File: config.mk
export PLATFORM = sky130hd
export DESIGN_NAME = mbr_mac
export DESIGN_NICKNAME = d
export VERILOG_FILES = /design/src/hdl/mbr_pkg.sv /design/src/hdl/mbr_mac.sv
export SDC_FILE = /design/constraint.sdc
export NUM_CORES = 1
export LEC_CHECK = 0
export BUFFER_PORTS_ARGS = -buffer_cell sky130_fd_sc_hd__buf_2
export CAP_MARGIN = 15
export CORE_ASPECT_RATIO = 0.8
export CORE_UTILIZATION = 63
export CTS_CLUSTER_DIAMETER = 50
export DETAILED_ROUTE_END_ITERATION = 7
export GPL_TIMING_DRIVEN = 0
export PLACE_DENSITY = 0.92
export SLEW_MARGIN = 20
export SYNTH_ARGS = -nofsm -noshare
export SYNTH_HDL_FRONTEND = slang
export SYNTH_SLANG_ARGS = --single-unit
File: constraint.sdc
create_clock -name clock -period 7.1 [get_ports clock]
set_input_delay 0.355 -clock clock [delete_from_list [all_inputs] [get_ports clock]]
set_output_delay 0.355 -clock clock [all_outputs]
set_load 0.05 [all_outputs]
File: src/hdl/mbr_pkg.sv
package mbr_pkg;

   localparam int ACTION_W = 2;
   localparam int INDEX_W  = 6;
   localparam int VALUE_W  = 16;
   localparam int RESULT_W = 38;
   localparam int DIM_W    = 7;
   localparam int CSR_IDX_W = 3;
   localparam int CSR_DATA_W = 7;

   typedef enum logic [ACTION_W-1:0] {
      ACT_LOAD_A    = 2'd0,
      ACT_LOAD_B    = 2'd1,
      ACT_LOAD_BIAS = 2'd2,
      ACT_COMPUTE   = 2'd3
   } action_type;

   localparam logic [CSR_IDX_W-1:0] CSR_ROWS_M      = 3'd0;
   localparam logic [CSR_IDX_W-1:0] CSR_INNER_K     = 3'd1;
   localparam logic [CSR_IDX_W-1:0] CSR_COLS_N      = 3'd2;
   localparam logic [CSR_IDX_W-1:0] CSR_BIAS_ENABLE = 3'd3;
   localparam logic [CSR_IDX_W-1:0] CSR_RELU_ENABLE = 3'd4;

   typedef struct packed {
      logic [ACTION_W-1:0]       action;
      logic [INDEX_W-1:0]        row_index;
      logic [INDEX_W-1:0]        col_index;
      logic signed [VALUE_W-1:0] load_value;
   } req_type;

   typedef struct packed {
      logic signed [RESULT_W-1:0] result_value;
      logic [INDEX_W-1:0]         out_row;
      logic [INDEX_W-1:0]         out_col;
      logic                       last;
   } rsp_type;

   // control for one step of the column sweep
   typedef struct packed {
      logic                   valid;
      logic                   first;
      logic                   fin;
      logic [INDEX_W-1:0]     col;
      logic                   last;
   } mac_ctl_type;

endpackage

File: src/hdl/mbr_mac.sv
// Multiply-accumulate and output stage: product register, accumulator,
// bias add, clamp and ReLU.
module mbr_mac #(
   parameter int INNER_W = 6
) (
   input  logic                          clock,
   input  logic                          reset,
   input  mbr_pkg::mac_ctl_type          ctl,
   input  logic signed [15:0]            a_val,
   input  logic signed [15:0]            b_val,
   input  logic signed [15:0]            bias_val,
   input  logic                          bias_on,
   input  logic                          relu_on,
   input  logic [5:0]                    row,
   output logic                          rsp_strobe,
   output mbr_pkg::rsp_type              rsp_word
);
   import mbr_pkg::*;

   localparam int ACC_W = 32 + INNER_W + 1;

   logic signed [31:0]      prod_ff;
   logic signed [15:0]      bias_ff;
   mac_ctl_type             pctl_ff;
   logic signed [ACC_W-1:0] acc_ff, acc_in;
   logic signed [ACC_W-1:0] sum;
   logic signed [RESULT_W-1:0] res;
   logic                    strobe_ff;
   rsp_type                 word_ff;

   // hold the bias of the same sweep step as the product
   always_ff @(posedge clock) begin
      prod_ff <= a_val * b_val;
      bias_ff <= bias_val;
      if (reset) pctl_ff <= '0;
      else pctl_ff <= ctl;
   end

   always_comb begin
      acc_in = pctl_ff.first ? ACC_W'(prod_ff) : acc_ff + ACC_W'(prod_ff);
      sum = acc_in;
      if (bias_on) sum = acc_in + ACC_W'(signed'({bias_ff, 8'd0}));
      if (ACC_W > RESULT_W && sum > ACC_W'(signed'({1'b0, {(RESULT_W-1){1'b1}}})))
         res = {1'b0, {(RESULT_W-1){1'b1}}};
      else if (ACC_W > RESULT_W && sum < -ACC_W'(signed'({1'b0, {(RESULT_W-1){1'b1}}})) - 1)
         res = {1'b1, {(RESULT_W-1){1'b0}}};
      else
         res = RESULT_W'(sum);
      if (relu_on && res < 0) res = '0;
   end

   always_ff @(posedge clock) begin
      if (pctl_ff.valid) acc_ff <= acc_in;
      if (reset) strobe_ff <= 1'b0;
      else strobe_ff <= pctl_ff.valid && pctl_ff.fin;
      word_ff.result_value <= res;
      word_ff.out_row <= row;
      word_ff.out_col <= pctl_ff.col;
      word_ff.last <= pctl_ff.last;
   end

   assign rsp_strobe = strobe_ff;
   assign rsp_word = word_ff;

   a_last_needs_fin: assert property (@(posedge clock) disable iff (reset)
      pctl_ff.valid && pctl_ff.last |-> pctl_ff.fin) else $error("last without fin");
   a_strobe_follows: assert property (@(posedge clock) disable iff (reset)
      rsp_strobe |-> $past(pctl_ff.valid)) else $error("stray strobe");
   a_relu: assert property (@(posedge clock) disable iff (reset)
      rsp_strobe && $past(relu_on) |-> !rsp_word.result_value[RESULT_W-1])
      else $error("relu broke");
endmodule

Yosys cells after proc, flatten, opt, wreduce, memory -nomap -nowiden
Index checks and enable logic that the tools add are counted.
{"block": "word_totals", "ff_bits": 149, "in_bits": 68, "out_inout_bits": 52, "word_cells": 25}
{"block": "op_classes", "n_addsub": 2, "mul": 1, "n_lt_le_gt_ge": 3, "n_mux": 4, "n_reduce_logical": 2}
{"cell": "39-bit two-way mux", "n": 2}
{"cell": "38-bit two-way mux", "n": 2}
{"cell": "39-bit by 24-bit adder with 39-bit output", "n": 1}
{"cell": "39-bit by 32-bit adder with 39-bit output", "n": 1}
{"cell": "39-bit by 38-bit greater-than comparator with 1-bit output (second input constant)", "n": 1}
{"cell": "39-bit by 38-bit less-than comparator with 1-bit output (second input constant)", "n": 1}
{"cell": "38-bit by 1-bit less-than comparator with 1-bit output (second input constant)", "n": 1}
{"cell": "16-bit by 16-bit multiplier with 32-bit output", "n": 1}
{"cell": "1-bit logical AND", "n": 2}

Logic depth before layout (Yosys ltp)
{"block": "logic_depth", "depth_word": 9, "depth_mapped": 25, "mapped_depth_nobuf": 23}

Worst setup path after synthesis
Ideal clock, no wire load.
{"block": "synth_timing", "path_type": "input to register", "startpoint": "input port b_val[1]", "endpoint": "register prod_ff[25]", "setup_time_ns": 0.121, "t_arrival_ns": 5.780, "required_ns": 6.979, "setup_slack_ns": 1.199, "stages": 22, "path_buffers": 1, "cell_sequence": "clkbuf_1 nand2_1 inv_1 fa_1 fa_1 inv_1 fa_1 fa_1 fa_1 inv_1 fa_1 ha_1 a21o_1 a21oi_1 o21bai_1 a21o_1 a221o_1 o21a_1 o21a_1 o21a_1 mux2i_1 nand2_1"}
{"block": "synth_between", "elab_chain_cells": 1}
{"item": "start, declared", "line": "mbr_mac.sv:10", "source": "input logic signed [15:0] b_val,"}
{"item": "16-bit by 16-bit multiplier with 32-bit output", "line": "mbr_mac.sv:33", "source": "prod_ff <= a_val * b_val;"}
{"item": "end signal, assigned", "line": "mbr_mac.sv:33"}
{"item": "end, declared", "line": "mbr_mac.sv:22", "source": "logic signed [31:0] prod_ff;"}
No other way between the ends.
A chain may end at the register's enable or synchronous reset.

Worst setup path after layout
{"block": "layout_timing", "startpoint": "register acc_ff[14]", "endpoint": "register word_ff (netlist bit rsp_word[26])"}
{"block": "layout_between", "elab_chain_cells": 9, "elab_cells_between_ends": 10, "cone_classes": "add/sub: 2; order compare: 3; mux: 4; reduce/logical: 1"}
{"item": "start, declared", "line": "mbr_mac.sv:25", "source": "logic signed [ACC_W-1:0] acc_ff, acc_in;"}
{"item": "start signal, assigned", "line": "mbr_mac.sv:53", "source": "if (pctl_ff.valid) acc_ff <= acc_in;"}
{"item": "39-bit by 32-bit adder with 39-bit output *", "line": "mbr_mac.sv:40", "source": "acc_in = pctl_ff.first ? ACC_W'(prod_ff) : acc_ff + ACC_W'(prod_ff);"}
{"item": "39-bit two-way mux *", "line": "mbr_mac.sv:40"}
{"item": "via acc_in[27]", "line": "mbr_mac.sv:25"}
{"item": "39-bit by 24-bit adder with 39-bit output", "line": "mbr_mac.sv:42", "source": "if (bias_on) sum = acc_in + ACC_W'(signed'({bias_ff, 8'd0}));"}
{"item": "39-bit two-way mux *", "line": "mbr_mac.sv:42"}
{"item": "39-bit by 38-bit less-than comparator with 1-bit output", "line": "mbr_mac.sv:45", "source": "else if (ACC_W > RESULT_W && sum < -ACC_W'(signed'({1'b0, {(RESULT_W-1){1'b1}}})) - 1)"}
{"item": "38-bit two-way mux", "line": "mbr_mac.sv:45"}
{"item": "38-bit two-way mux *", "line": "mbr_mac.sv:43", "source": "if (ACC_W > RESULT_W && sum > ACC_W'(signed'({1'b0, {(RESULT_W-1){1'b1}}})))"}
{"item": "38-bit by 1-bit less-than comparator with 1-bit output", "line": "mbr_mac.sv:49", "source": "if (relu_on && res < 0) res = '0;"}
{"item": "1-bit logical AND", "line": "mbr_mac.sv:49"}
{"item": "end, declared", "line": "mbr_mac.sv:29", "source": "rsp_type word_ff;"}
The timed path passes the listed nets; every way through them passes the cells marked *.

==> metrics.md <==
| Metric | Value |
|---|---|
| Multi-input gate area | `~0.013 mm2` |
| Final GP Congestion | `approximately 0.99` |
| Final period util | `a little over nine tenths` |
| Nets | `between 2,000 and 3,000` |
| Total GRT Usage | `between 30% and 40%` |
| Vias in the first global route | `16,000` |
| Largest area contributor in the netlist | `fa_1` |
| Starting density of the core | `between 60% and 70%` |
| Clock slew at reported path FFs | `70 ps` |
| Hold_sp | `row[5]` |
| Layout cell share with drive strength beyond 1 | `under 10%` |
| Yosys cell types | `80` |
| Final Hold Vio Count | `0` |
| DIE WIDTH | `between 150 and 200 um` |
| Count of state elements after synthesis | `149` |
| FF+latch area | `0.00337 mm2` |
| Non-Filler Instances | `2,500` |
| DR pass1 iterations | `8` |
| Die Ht | `around 150 um` |
| Crit start category | `register` |
| Outcome | `complete, but fails checks` |
| Vias per std cell | `6.02` |
| Hold endpoint | `rsp_word[12]` |
| Share of the synthesized area in the top cell type | `between 20 and 30%` |
| Total core area | `approximately 0.028 mm2` |
| CTS tree | `yes` |
| HP Class | `in2reg` |
| Row Count | `55` |
| Max_slew headroom | `42.8%` |
| HPWL Detailed | `between 30,000 and 40,000 um` |
| Final WL | `47,800 um` |
| Final slew viol count | `0` |
| Number of diodes | `0` |
| Gr ovfl total | `0` |
| IO Port Bufs | `118` |
| Largest delay share family, worst path | `compound AO/OA/AOI/OAI gates` |
| Fmax | `145 MHz` |
| IO Count | `120` |
| Critical path's slowest cell | `o21ai_0` |
| CTS Root Cell | `clkbuf_16` |
| Most used cell, CP | `clkbuf_1` |
| Worst EP arrival | `between 7000 and 8000 ps` |
| Worst slew pin tran | `roughly 860 ps` |
| Area growth from synthesis to layout | `8.86%` |
| Avg Cell Area, Syn | `around 9.2 um2` |
| Crit path kind | `reg2reg` |
| Post-Syn Instances | `~2,000` |
| Synth top area cells | `fa_1 29%, dfxtp_1 12%, ha_1 10%` |
| Crit path buf inv count | `4` |
| Synth Net Count | `around 2,500` |
| Hold Path Cell Cnt | `1` |
| Final setup fails | `0` |
| Setup Buffers After CTS | `0` |
| FF-to-FF setup slack | `~210 ps` |
| Final ANT Viol Nets | `0` |
| CTS resizes | `0` |
| Total CTS buffers | `17` |
| R2R cell count | `23` |
| CP Max Fanout | `10` |
| Iter 0 DRT Violations | `roughly 1,500` |
| Largest net degree at the start of global routing | `28` |
| Critical path cell sequence | `ha_1, clkbuf_1, nand4_1, or3_1, a211o_1, a21oi_1, nor2_1, a21oi_1, xnor2_1, o21ai_0, ha_1, clkbuf_1, nand2_1, nor2_1, and4_1, a22oi_1, a31oi_1, xnor2_2, o21a_1, buf_4, nor3_1, clkbuf_1, o31ai_1` |
| DR WL/cell | `between 15 and 20 um` |
| CP required | `7410 ps` |
| Violated checks | `DRC` |
| Post-route DRC | `6` |
| Synthesized area | `between 0.015 and 0.02 mm2` |
| Register area share after synthesis | `a little under a fifth` |
| Main synth FF type | `dfxtp_1` |
| Hold_buf cts | `0` |
| R2r startpoint | `acc_ff[14]` |
| RSZ-0062 raised after global routing | `no` |
| Fillers | `2,166` |
| Clock sinks | `approximately 150` |
| Maximum clock insertion buffer count | `2` |
| Worst clock skew | `around 13 ps` |
| Setup_tns | `0 ps` |
| Synth async-reset ratio | `0%` |
| Die Area | `around 0.03 mm2` |
| Ys Warns | `0` |
| Slowest stage delay, CP | `roughly 530 ps` |
| Worst skew pair latency | `440 ps` |
| Most common cell after layout, fill and taps aside | `inv_1` |
| Vias | `~15,000` |
| Most frequent cells in the layout | `296 x inv_1, 264 x fa_1, 226 x nand2_1` |
| H-tree levels | `4` |
| Worst R2R End | `rsp_word[26]` |
| Hold slack final | `about 17 ps` |
| Placed Cells | `approximately 2,500` |
| Crit path time final | `between 6000 and 7000 ps` |
| First-pass GRT wire length | `slightly below 80,000 um` |
| Crit path capture type | `register` |
| Post-synth EDFFs | `39` |
| Initial antenna violation count | `0` |
| Maxcap violations | `0` |
synth_stat cells (all sizes together), types with 10 or more instances:
master    n
o21ai    88
xnor2    65
o21bai   19
a211oi   10
buf      19
nand2   226
xor2     29
mux2i    14
and2    106
nor3     22
clkbuf   62
o21a     18
inv     297
nand4    16
a21oi    95
edfxtp   39
nand2b   27
fa      264
o31ai    38
a31oi    14
dfxtp   110
nand3    24
nor2     56
ha      151
nor2b    20
a21o     48
per-stage QoR:
stage | worst slack, ps | utilization, % | cell area [um2]
2_1_floorplan | 1200 | - | 18300
3_3_place_gp | 182 | 68.0 | 19300
3_5_place_dp | 45.2 | 68.1 | 19400
4_1_cts | 395 | 70.0 | 19900
5_1_grt | 13.7 | 70.0 | 19900
6_report | 207 | 70.0 | 19900
routing by layer:
metal	vias up	GRT usage [%]	part of all wire (%)
li1	6790	-	-
met3	147	8.01	9.8
met1	7346	45.9	41
met4	0	13.0	3.5
met2	769	53.7	46
met5	-	0	0
worst max-delay path by stage:
stage / from / end / depth (start not counted)
floorplan: b_val[1] / prod_ff[25] / 22
global placement: a_val[9] / prod_ff[30] / 25
detailed placement: a_val[9] / prod_ff[30] / 25
CTS: acc_ff[0] / rsp_word[21] / 22
global route: acc_ff[0] / rsp_word[49] / 22
finish: acc_ff[14] / rsp_word[26] / 23
registers in the layout, summed over array words and instances, names as in the netlist:
name,cells
rsp_strobe,1
acc_ff,39
prod_ff,32
bias_ff,16
rsp_word,51
pctl_ff,10
layout make-up:
class	count	area share, %
Buffer	81	1.77
Sequential cell	149	17.0
Clock buffer	17	2.14
Inverter	299	5.64
Multi-Input combinational cell	1450	67.5
Tap cell	370	2.33
Clock inverter	15	0.597
Timing Repair Buffer	119	3.07
cell families (layout without fill, tap and decap cells):
group	after synthesis	after routing	synth area share, %
simple gates	528	528	14.1
fa+ha+maj	415	415	39.2
flops	149	149	18.5
buf+inv	380	531	8.07
xor+xnor	94	94	4.69
mux	16	16	0.890
compound gates	397	397	14.6
Power is left out: the tool's default activity adds up to more than one toggle a clock period on the data nets, which glitch-free logic cannot reach.
